$ cat src/sv/mbr_pkg.sv
// Shared constants, request codes and the command struct of the MSB-first bit reader.
package mbr_pkg;

  localparam int DEF_BUF_BYTES     = 256;
  localparam int DEF_MAX_READ_BITS = 512;

  localparam int TYPE_W  = 2;
  localparam int IDX_W   = 8;
  localparam int BYTE_W  = 8;
  localparam int BCNT_W  = 10;
  localparam int SKIP_W  = 9;
  localparam int LEN_W   = 9;
  localparam int BVAL_W  = 4;

  localparam logic [TYPE_W-1:0] REQ_LOAD = 2'd0;
  localparam logic [TYPE_W-1:0] REQ_READ = 2'd1;
  localparam logic [TYPE_W-1:0] REQ_SKIP = 2'd2;

  localparam logic STATUS_OK    = 1'b0;
  localparam logic STATUS_EMPTY = 1'b1;

  // Command from the request decoder to the extraction sequencer.
  typedef struct packed {
    logic              go;     // start a read of bits bits
    logic              err;    // emit one error result
    logic [2:0]        shift;  // bit position inside the first byte
    logic [BCNT_W-1:0] bits;
  } mbr_cmd_t;

endpackage

$ cat src/sv/mbr_ifs.sv
// Request and result channel interfaces of the MSB-first bit reader.
interface mbr_req_if import mbr_pkg::*; ();
  logic              valid;
  logic              ready;
  logic [TYPE_W-1:0] req_type;
  logic [IDX_W-1:0]  load_index;
  logic [BYTE_W-1:0] load_byte;
  logic [BCNT_W-1:0] bit_count;
  logic [SKIP_W-1:0] skip_count;

  modport source (output valid, req_type, load_index, load_byte, bit_count, skip_count,
                  input ready);
  modport sink (input valid, req_type, load_index, load_byte, bit_count, skip_count,
                output ready);
endinterface

interface mbr_res_if import mbr_pkg::*; ();
  logic              valid;
  logic              ready;
  logic [BYTE_W-1:0] data_byte;
  logic [BVAL_W-1:0] bits_valid;
  logic              last;
  logic              status;

  modport source (output valid, data_byte, bits_valid, last, status, input ready);
  modport sink (input valid, data_byte, bits_valid, last, status, output ready);
endinterface

$ cat src/sv/mbr_ctrl.sv
// Request decoder: length register, bit offset, bounds checks and load writes.
module mbr_ctrl import mbr_pkg::*; #(
  parameter int BUF_BYTES     = DEF_BUF_BYTES,
  parameter int MAX_READ_BITS = DEF_MAX_READ_BITS,
  localparam int AW           = (BUF_BYTES > 1) ? $clog2(BUF_BYTES) : 1
) (
  input  logic              clk,
  input  logic              rst,
  input  logic              accept,
  input  logic [TYPE_W-1:0] req_type,
  input  logic [IDX_W-1:0]  load_index,
  input  logic [BYTE_W-1:0] load_byte,
  input  logic [BCNT_W-1:0] bit_count,
  input  logic [SKIP_W-1:0] skip_count,
  input  logic              cfg_we,
  input  logic [LEN_W-1:0]  cfg_data,
  output mbr_cmd_t          cmd,
  output logic [AW-1:0]     base,
  output logic              wr_en,
  output logic [AW-1:0]     wr_addr,
  output logic [BYTE_W-1:0] wr_data
);

  localparam int OFF_W  = $clog2(8 * BUF_BYTES + 1);
  localparam int SUM_W  = ((OFF_W > BCNT_W) ? OFF_W : BCNT_W) + 1;
  localparam int ICMP_W = AW + IDX_W + 1;
  localparam logic [SUM_W-1:0]  BufLen  = SUM_W'(BUF_BYTES);
  localparam logic [BCNT_W-1:0] MaxBits = BCNT_W'(MAX_READ_BITS);
  localparam logic [ICMP_W-1:0] IdxLim  = ICMP_W'(BUF_BYTES);

  logic [LEN_W-1:0] data_length;
  logic [OFF_W-1:0] offset;

  logic [SUM_W-1:0] eff_len;
  logic [SUM_W-1:0] rd_sum;
  logic [SUM_W-1:0] rd_end;
  logic [SUM_W-1:0] sk_end;
  logic [SUM_W-1:0] sk_sum;
  logic             rd_err;
  logic             sk_err;
  logic             is_read;
  logic             is_skip;

  assign is_read = accept && (req_type == REQ_READ);
  assign is_skip = accept && (req_type == REQ_SKIP);

  assign eff_len = (SUM_W'(data_length) < BufLen) ? SUM_W'(data_length) : BufLen;
  assign rd_sum  = SUM_W'(offset) + SUM_W'(bit_count);
  assign rd_end  = (rd_sum + SUM_W'(7)) >> 3;
  assign rd_err  = (bit_count > MaxBits) || (rd_end > eff_len);
  assign sk_end  = ((SUM_W'(offset) + SUM_W'(7)) >> 3) + SUM_W'(skip_count);
  assign sk_err  = sk_end > eff_len;
  // only taken when the skip passed, so it fits
  assign sk_sum  = SUM_W'(offset) + (SUM_W'(skip_count) << 3);

  assign cmd.go    = is_read && !rd_err && (bit_count != '0);
  assign cmd.err   = (is_read && rd_err) || (is_skip && sk_err);
  assign cmd.shift = offset[2:0];
  assign cmd.bits  = bit_count;
  assign base      = AW'(offset >> 3);

  assign wr_en   = accept && (req_type == REQ_LOAD) && (ICMP_W'(load_index) < IdxLim);
  assign wr_addr = AW'(load_index);
  assign wr_data = load_byte;

  always_ff @(posedge clk) begin
    if (rst) begin
      data_length <= '0;
      offset      <= '0;
    end else begin
      if (cfg_we) begin
        data_length <= cfg_data;
      end
      if (is_read && !rd_err) begin
        offset <= OFF_W'(rd_sum);
      end else if (is_skip && !sk_err) begin
        offset <= OFF_W'(sk_sum);
      end
    end
  end

endmodule

$ cat src/sv/mbr_extract.sv
// Byte store and byte-serial extraction sequencer with the result register.
module mbr_extract import mbr_pkg::*; #(
  parameter int BUF_BYTES = DEF_BUF_BYTES,
  localparam int AW       = (BUF_BYTES > 1) ? $clog2(BUF_BYTES) : 1
) (
  input  logic              clk,
  input  logic              rst,
  input  mbr_cmd_t          cmd,
  input  logic [AW-1:0]     base,
  input  logic              wr_en,
  input  logic [AW-1:0]     wr_addr,
  input  logic [BYTE_W-1:0] wr_data,
  output logic              busy,
  mbr_res_if.source         res
);

  typedef enum logic [3:0] {
    ST_IDLE  = 4'b0001,
    ST_FETCH = 4'b0010,
    ST_PRIME = 4'b0100,
    ST_EMIT  = 4'b1000
  } state_t;

  logic [BYTE_W-1:0] mem [BUF_BYTES];

  state_t            state;
  logic              err_pend;
  logic [AW-1:0]     ptr;
  logic [2:0]        shift;
  logic [BCNT_W-1:0] remain;
  logic [BYTE_W-1:0] hi;
  logic [BYTE_W-1:0] rdata;
  logic              rd_en;
  logic              slot_free;
  logic              emit;
  logic [15:0]       win;
  logic [BYTE_W-1:0] win_byte;
  logic              tail;

  assign slot_free = !res.valid || res.ready;
  assign busy      = (state != ST_IDLE) || err_pend;
  // result register loads a data byte or the pending error result
  assign emit      = slot_free && ((state == ST_EMIT) || ((state == ST_IDLE) && err_pend));

  // memory reads advance only while the sequencer moves
  always_comb begin
    case (state)
      ST_FETCH: rd_en = 1'b1;
      ST_PRIME: rd_en = 1'b1;
      ST_EMIT:  rd_en = slot_free;
      default:  rd_en = 1'b0;
    endcase
  end

  always_ff @(posedge clk) begin
    if (wr_en) begin
      mem[wr_addr] <= wr_data;
    end
    if (rd_en) begin
      rdata <= mem[ptr];
    end
  end

  // 16-bit window over two neighboring bytes, aligned to the bit offset
  assign win      = {hi, rdata} << shift;
  assign win_byte = win[15:8];
  assign tail     = remain < BCNT_W'(8);

  always_ff @(posedge clk) begin
    if (rst) begin
      state     <= ST_IDLE;
      err_pend  <= 1'b0;
      res.valid <= 1'b0;
    end else begin
      if (emit) begin
        res.valid <= 1'b1;
      end else if (res.ready) begin
        res.valid <= 1'b0;
      end
      case (state)
        ST_IDLE: begin
          if (err_pend) begin
            if (slot_free) begin
              res.data_byte  <= '0;
              res.bits_valid <= '0;
              res.last       <= 1'b1;
              res.status     <= STATUS_EMPTY;
              err_pend       <= 1'b0;
            end
          end else if (cmd.err) begin
            err_pend <= 1'b1;
          end else if (cmd.go) begin
            ptr    <= base;
            shift  <= cmd.shift;
            remain <= cmd.bits;
            state  <= ST_FETCH;
          end
        end
        ST_FETCH: begin
          ptr   <= ptr + AW'(1);
          state <= ST_PRIME;
        end
        ST_PRIME: begin
          hi    <= rdata;
          ptr   <= ptr + AW'(1);
          state <= ST_EMIT;
        end
        ST_EMIT: begin
          if (slot_free) begin
            res.status <= STATUS_OK;
            res.last   <= remain <= BCNT_W'(8);
            if (tail) begin
              res.data_byte  <= win_byte >> 3'(4'd8 - remain[3:0]);
              res.bits_valid <= remain[3:0];
            end else begin
              res.data_byte  <= win_byte;
              res.bits_valid <= BVAL_W'(8);
            end
            hi     <= rdata;
            ptr    <= ptr + AW'(1);
            remain <= remain - BCNT_W'(8);
            if (remain <= BCNT_W'(8)) begin
              state <= ST_IDLE;
            end
          end
        end
        default: state <= ST_IDLE;
      endcase
    end
  end

endmodule

$ cat src/sv/msb_first_bit_reader.sv
// Top level of the MSB-first bit reader over a byte buffer.
//
// Usage: requests arrive on req (valid/ready). A load request writes one buffer
// byte, a read request extracts bit_count bits MSB first from the current bit
// offset, a skip request moves the offset ahead by whole bytes. Results leave on
// res (valid/ready), one byte per result, last set on the final one; a partial
// final byte is right-aligned. A read or skip past the buffer length, or a read
// over MAX_READ_BITS, gives one result with status set and keeps the offset.
// data_length is written through cfg_we/cfg_data; the user must do so only while
// no request is in flight, as the block does not enforce it. Load, skip and
// passing zero-length reads complete when accepted. A read steps through the
// FETCH and PRIME states, which prime the byte store read port and its registered
// data, then moves one byte per cycle into the result register while the receiver
// does not stall. An error request sets a pending flag that then loads the error
// result. Reset clears the offset, the length and the sequencer; buffer contents
// stay undefined until loaded. A stalled receiver holds the result register and
// the sequencer in its emit state; req.ready stays low while a read is being
// extracted or an error result waits, and requests are taken once neither holds.
module msb_first_bit_reader import mbr_pkg::*; #(
  parameter int BUF_BYTES     = DEF_BUF_BYTES,
  parameter int MAX_READ_BITS = DEF_MAX_READ_BITS
) (
  input  logic             clk,
  input  logic             rst,
  mbr_req_if.sink          req,
  mbr_res_if.source        res,
  input  logic             cfg_we,
  input  logic [LEN_W-1:0] cfg_data
);

  localparam int AW = (BUF_BYTES > 1) ? $clog2(BUF_BYTES) : 1;

  logic              accept;
  logic              busy;
  mbr_cmd_t          cmd;
  logic [AW-1:0]     base;
  logic              wr_en;
  logic [AW-1:0]     wr_addr;
  logic [BYTE_W-1:0] wr_data;

  // requests are taken whenever the extraction sequencer is idle and no error result waits
  assign req.ready = !busy;
  assign accept    = req.valid && req.ready;

  mbr_ctrl #(
    .BUF_BYTES     (BUF_BYTES),
    .MAX_READ_BITS (MAX_READ_BITS)
  ) u_ctrl (
    .clk        (clk),
    .rst        (rst),
    .accept     (accept),
    .req_type   (req.req_type),
    .load_index (req.load_index),
    .load_byte  (req.load_byte),
    .bit_count  (req.bit_count),
    .skip_count (req.skip_count),
    .cfg_we     (cfg_we),
    .cfg_data   (cfg_data),
    .cmd        (cmd),
    .base       (base),
    .wr_en      (wr_en),
    .wr_addr    (wr_addr),
    .wr_data    (wr_data)
  );

  mbr_extract #(
    .BUF_BYTES (BUF_BYTES)
  ) u_extract (
    .clk     (clk),
    .rst     (rst),
    .cmd     (cmd),
    .base    (base),
    .wr_en   (wr_en),
    .wr_addr (wr_addr),
    .wr_data (wr_data),
    .busy    (busy),
    .res     (res)
  );

endmodule
$ cat src/flat_wrapper.sv
// flat-port wrapper written by rule: the top's interface ports become plain ports
module msb_first_bit_reader_flat import mbr_pkg::*;
#(
  parameter int BUF_BYTES     = DEF_BUF_BYTES,
  parameter int MAX_READ_BITS = DEF_MAX_READ_BITS
)
  (clk, rst, cfg_we, cfg_data, req_valid, req_req_type, req_load_index, req_load_byte, req_bit_count, req_skip_count, req_ready, res_valid, res_data_byte, res_bits_valid, res_last, res_status, res_ready);
  mbr_req_if req_i ();
  mbr_res_if res_i ();
  input  logic clk;
  input  logic rst;
  input  logic cfg_we;
  input  logic [LEN_W-1:0] cfg_data;
  input wire logic [$bits(req_i.valid)-1:0] req_valid;
  input wire logic [$bits(req_i.req_type)-1:0] req_req_type;
  input wire logic [$bits(req_i.load_index)-1:0] req_load_index;
  input wire logic [$bits(req_i.load_byte)-1:0] req_load_byte;
  input wire logic [$bits(req_i.bit_count)-1:0] req_bit_count;
  input wire logic [$bits(req_i.skip_count)-1:0] req_skip_count;
  output wire logic [$bits(req_i.ready)-1:0] req_ready;
  output wire logic [$bits(res_i.valid)-1:0] res_valid;
  output wire logic [$bits(res_i.data_byte)-1:0] res_data_byte;
  output wire logic [$bits(res_i.bits_valid)-1:0] res_bits_valid;
  output wire logic [$bits(res_i.last)-1:0] res_last;
  output wire logic [$bits(res_i.status)-1:0] res_status;
  input wire logic [$bits(res_i.ready)-1:0] res_ready;
  assign req_i.valid = req_valid;
  assign req_i.req_type = req_req_type;
  assign req_i.load_index = req_load_index;
  assign req_i.load_byte = req_load_byte;
  assign req_i.bit_count = req_bit_count;
  assign req_i.skip_count = req_skip_count;
  assign req_ready = req_i.ready;
  assign res_valid = res_i.valid;
  assign res_data_byte = res_i.data_byte;
  assign res_bits_valid = res_i.bits_valid;
  assign res_last = res_i.last;
  assign res_status = res_i.status;
  assign res_i.ready = res_ready;
  msb_first_bit_reader #(.BUF_BYTES(BUF_BYTES), .MAX_READ_BITS(MAX_READ_BITS)) u_core (.clk(clk), .rst(rst), .req(req_i), .res(res_i), .cfg_we(cfg_we), .cfg_data(cfg_data));
endmodule
$ cat config.mk
export PLATFORM = sky130hd
export DESIGN_NAME = msb_first_bit_reader_flat
export DESIGN_NICKNAME = d
export VERILOG_FILES = /design/src/sv/mbr_pkg.sv /design/src/sv/mbr_ifs.sv /design/src/sv/mbr_ctrl.sv /design/src/sv/mbr_extract.sv /design/src/sv/msb_first_bit_reader.sv /design/src/flat_wrapper.sv
export SDC_FILE = /design/constraint.sdc
export NUM_CORES = 2
export LEC_CHECK = 0
export ABC_AREA = 0
export BUFFER_PORTS_ARGS = -buffer_cell sky130_fd_sc_hd__buf_2
export CAP_MARGIN = 25
export CORE_MARGIN = 2
export CORE_UTILIZATION = 40
export DETAILED_ROUTE_END_ITERATION = 8
export GPL_TIMING_DRIVEN = 1
export HOLD_SLACK_MARGIN = 0.12
export PLACE_DENSITY_LB_ADDON = 0.1
export SLEW_MARGIN = 10
export SYNTH_ARGS = -nofsm -noshare
export SYNTH_HDL_FRONTEND = slang
export SYNTH_SLANG_ARGS = --single-unit
$ cat constraint.sdc
create_clock -name clk -period 7.95 [get_ports clk]
set_clock_uncertainty 0.05 [all_clocks]
set_input_delay 1.59 -clock clk [delete_from_list [all_inputs] [get_ports clk]]
set_output_delay 1.59 -clock clk [all_outputs]
set_load 0.05 [all_outputs]
==> metrics.md <==
| Metric | Value |
|---|---|
| Clock H-tree levels | `4` |
| Total area of sequential cells | `63600 um^2` |
| Main synth FF type | `sky130_fd_sc_hd__edfxtp_1` |
| Sequential element share of the synthesized area | `about three quarters` |
| Last weighted congestion value of the routability-driven placer | `0.813` |
| Syn Std Cell Area | `between 80000 and 90000 um^2` |
| Vias per std cell | `5.72` |
| Gate Count Post-Synth | `4256` |
| Slowest stage cell, crit path | `sky130_fd_sc_hd__a2111oi_2` |
| Number of antenna violations at the first check in global routing | `14` |
| Maximum clock path buffer count | `3` |
| Overall fraction of global-route tracks in use | `approximately a fifth` |
| Overall Power | `~0.023 W` |
| Worst-Margin Slew | `1.07 ns` |
| Routed via count | `42400` |
| Power per cell area | `242 nW/um^2` |
| Maximum number of pins on one net before global-route repair | `approximately 170` |
| P&R area growth vs syn | `12.6%` |
| Count of distinct cell types in the synthesized netlist | `90` |
| Clock transition at the registers of the reported paths | `0.06 ns` |
| Type of the setup path with the least slack | `in -> reg` |
| Total half-perimeter wirelength after legalization and detailed placement | `137000 um` |
| CP Launch Type | `primary input` |
| Height of the die | `466 um` |
| Drt initial violations | `4246` |
| Global-route wire length before repair | `328000 um` |
| Worst slack at placement | `between 0.8 and 0.9 ns` |
| Most common library cell in the layout ignoring fill and taps | `sky130_fd_sc_hd__edfxtp_1` |
| Core Box Area | `212000 um^2` |
| Number of buffers added by the clock tree synthesis step | `approximately 220` |
| Buffers on Ports | `66` |
| Min-Delay Path Class | `reg -> reg` |
| Die W | `around 470 um` |
| # DRC | `0` |
| Row count | `169` |
| Number of filler instances in the final layout | `18100` |
| Routed length per instance | `31.1 um` |
| Worst slew slack as a fraction of its limit | `26.6%` |
| Number of endpoints with negative hold slack in the final report | `0` |
| Setup repair after global routing missed its margin | `no` |
| Number of hold-repair buffers added at the cts stage | `0` |
| Post-synthesis sequential element count | `between 2000 and 2500` |
| Fraction of synthesis flops using an asynchronous set or reset pin | `0%` |
| Post-synth EDFFs | `2099` |
| Top achievable clock speed | `166 MHz` |
| Final critical delay including setup and external delays | `between 6 and 7 ns` |
| Slowest stage delay, CP | `0.53 ns` |
| Highest-count cells in the layout ignoring fill and taps | `2099 x sky130_fd_sc_hd__edfxtp_1, 524 x sky130_fd_sc_hd__mux4_2, 337 x sky130_fd_sc_hd__nor2_1` |
| Warning count from the yosys run | `0` |
| Mean post-synth cell area | `20.1 um^2` |
| CTS tree | `done` |
| Clk_lat worst skew | `0.85 ns` |
| Grt ovf | `0` |
| Final setup fails | `0` |
| Fin nets | `4516` |
| Antenna-violating nets left | `0` |
| Vias in the first global route | `42900` |
| Total placed instance area | `roughly 90000 um^2` |
| Period utilization | `75.7%` |
| Critical path peak fanout | `16` |
| Net Count, Synth | `4358` |
| Post-route cell area | `96300 um^2` |
| Leakage | `between 30 and 40 nW` |
| 1st-pass router iterations | `6` |
| Kind of end point of the critical path | `flop` |
| Die Outline Area | `217000 um^2` |
| Final Routed Wirelength | `~230000 um` |
| Final critical-path setup slack | `1.93 ns` |
| Slew Viols, Final | `0` |
| Data arrival time of the critical path | `6.52 ns` |
| Number of top-level design ports | `67` |
| Required time at the endpoint of the critical path | `about 8.5 ns` |
| TritonCTS Sinks | `approximately 2100` |
| Area occupied by multi-input gates | `20700 um^2` |
| Post-CTS Setup Bufs | `0` |
| Count of maximum capacitance violations | `0` |
| Root buffer cell | `sky130_fd_sc_hd__clkbuf_16` |
| Worst reg2reg setup slack | `2.33 ns` |
| Post-cts resize count | `0` |
| Fin Setup TNS | `0 ns` |
| Maximum vdd drop | `0.238 mV` |
| Result of the run | `finished clean` |
| Ordered list of cells on the worst path | `buf_2 > ha_1 > inv_1 > fa_1 > nand2b_2 > a2111o_1 > o211ai_2 > nand4_4 > nor4_4 > nand2b_1 > xnor2_1 > ha_1 > nand4_1 > nor3_1 > a211oi_1 > nor3_2 > a21boi_4 > a21oi_2 > a2111oi_2 > buf_2` |
| Fraction of layout instances using a drive strength above 1 | `22.9%` |
| Initial core utilization | `approximately 40%` |
## Yosys cell counts (all sizes together), types with 7 or more instances
library cell,instances,share of area (%)
dfxtp,27,0.63
nor2b,23,0.17
clkbuf,113,0.50
nor3,38,0.23
o221ai,59,0.60
nand2b,13,0.098
inv,32,0.14
o21ai,57,0.34
o311ai,7,0.072
mux2i,189,2.2
nand4,7,0.069
a211oi,40,0.38
buf,118,0.85
mux4,524,14
nor2,342,1.5
ha,48,0.70
nor4,9,0.083
a22oi,13,0.11
o22ai,41,0.30
nand2,138,0.61
xnor2,34,0.36
xor2,15,0.16
and2,9,0.066
nand3,36,0.21
a2111oi,13,0.16
mux2,17,0.22
a21oi,82,0.51
edfxtp,2099,74
o31ai,12,0.11
## worst paths after layout
check / startpoint / end / cells past startpoint
worst max-delay path: req_bit_count[0] / u_core.u_extract.remain[9] / 20
worst min-delay path: u_core.u_extract.rdata[0] / u_core.u_extract.hi[0] / 0
worst max register to register: u_core.u_ctrl.offset[0] / u_core.u_extract.remain[9] / 19
worst min register to register: u_core.u_extract.rdata[0] / u_core.u_extract.hi[0] / 0
## layout make-up
type,instances,area share (%)
Antenna cell,1,0.00260
Clock buffer,282,6.07
Clock inverter,125,1.13
Inverter,37,0.152
Multi-Input combinational cell,1862,21.5
Sequential cell,2126,66.0
Tap cell,2821,3.67
Timing Repair Buffer,165,1.43
## layer usage
| metal | up-vias | track usage [%] | routed length (um) |
|---|---|---|---|
| li1 | 18000 | - | - |
| met5 | - | 0 | 0 |
| met1 | 22900 | 30.7 | 103000 |
| met3 | 287 | 3.23 | 12400 |
| met4 | 0 | 5.04 | 4780 |
| met2 | 1250 | 33.9 | 111000 |
## kinds of logic after synthesis
family	synth area share (%)
multiplexers	16.2
XOR/XNOR	0.520
adder cells (fa/ha/maj)	0.773
AND/OR/NAND/NOR	3.37
flip-flops	74.4
buffers and inverters	1.51
AO/OA/AOI/OAI	3.21
## report_power, final
part	switching (W)	internal [W]
Combinational	0.000619	0.000273
Clock	0.00434	0.00572
Sequential	0.0000240	0.0123
## flip-flops by register name, summed over array words and instances, names as in the netlist
name / cells
u_core.u_extract.shift: 3
u_core.u_extract.rdata: 8
u_core.u_ctrl.offset: 12
u_core.u_extract.remain: 10
u_core.u_extract.res.bits_valid: 4
u_core.u_extract.hi: 8
u_core.u_extract.ptr: 8
u_core.u_extract.res.status: 1
u_core.u_ctrl.data_length: 9
u_core.u_extract.state: 4
u_core.u_extract.mem: 2048
u_core.u_extract.res.last: 1
u_core.u_extract.res.valid: 1
u_core.u_extract.err_pend: 1
u_core.u_extract.res.data_byte: 8
## through the flow
step	std cells	hold slack (ns)	utilization (%)
floorplan	4256	0.350	-
global placement	7005	0.353	42.0
detailed placement	7006	0.355	42.1
CTS	7413	0.379	45.3
global route	7419	0.401	45.4
finish	7419	0.374	45.4
## critical path, delay by kind of cell
family	cells	cell delay [ns]
buffers and inverters	3	0.45
AO/OA/AOI/OAI	6	1.86
XOR/XNOR	1	0.15
adder cells (fa/ha/maj)	3	0.94
AND/OR/NAND/NOR	7	1.52
(Power assumes the default switching activity.)
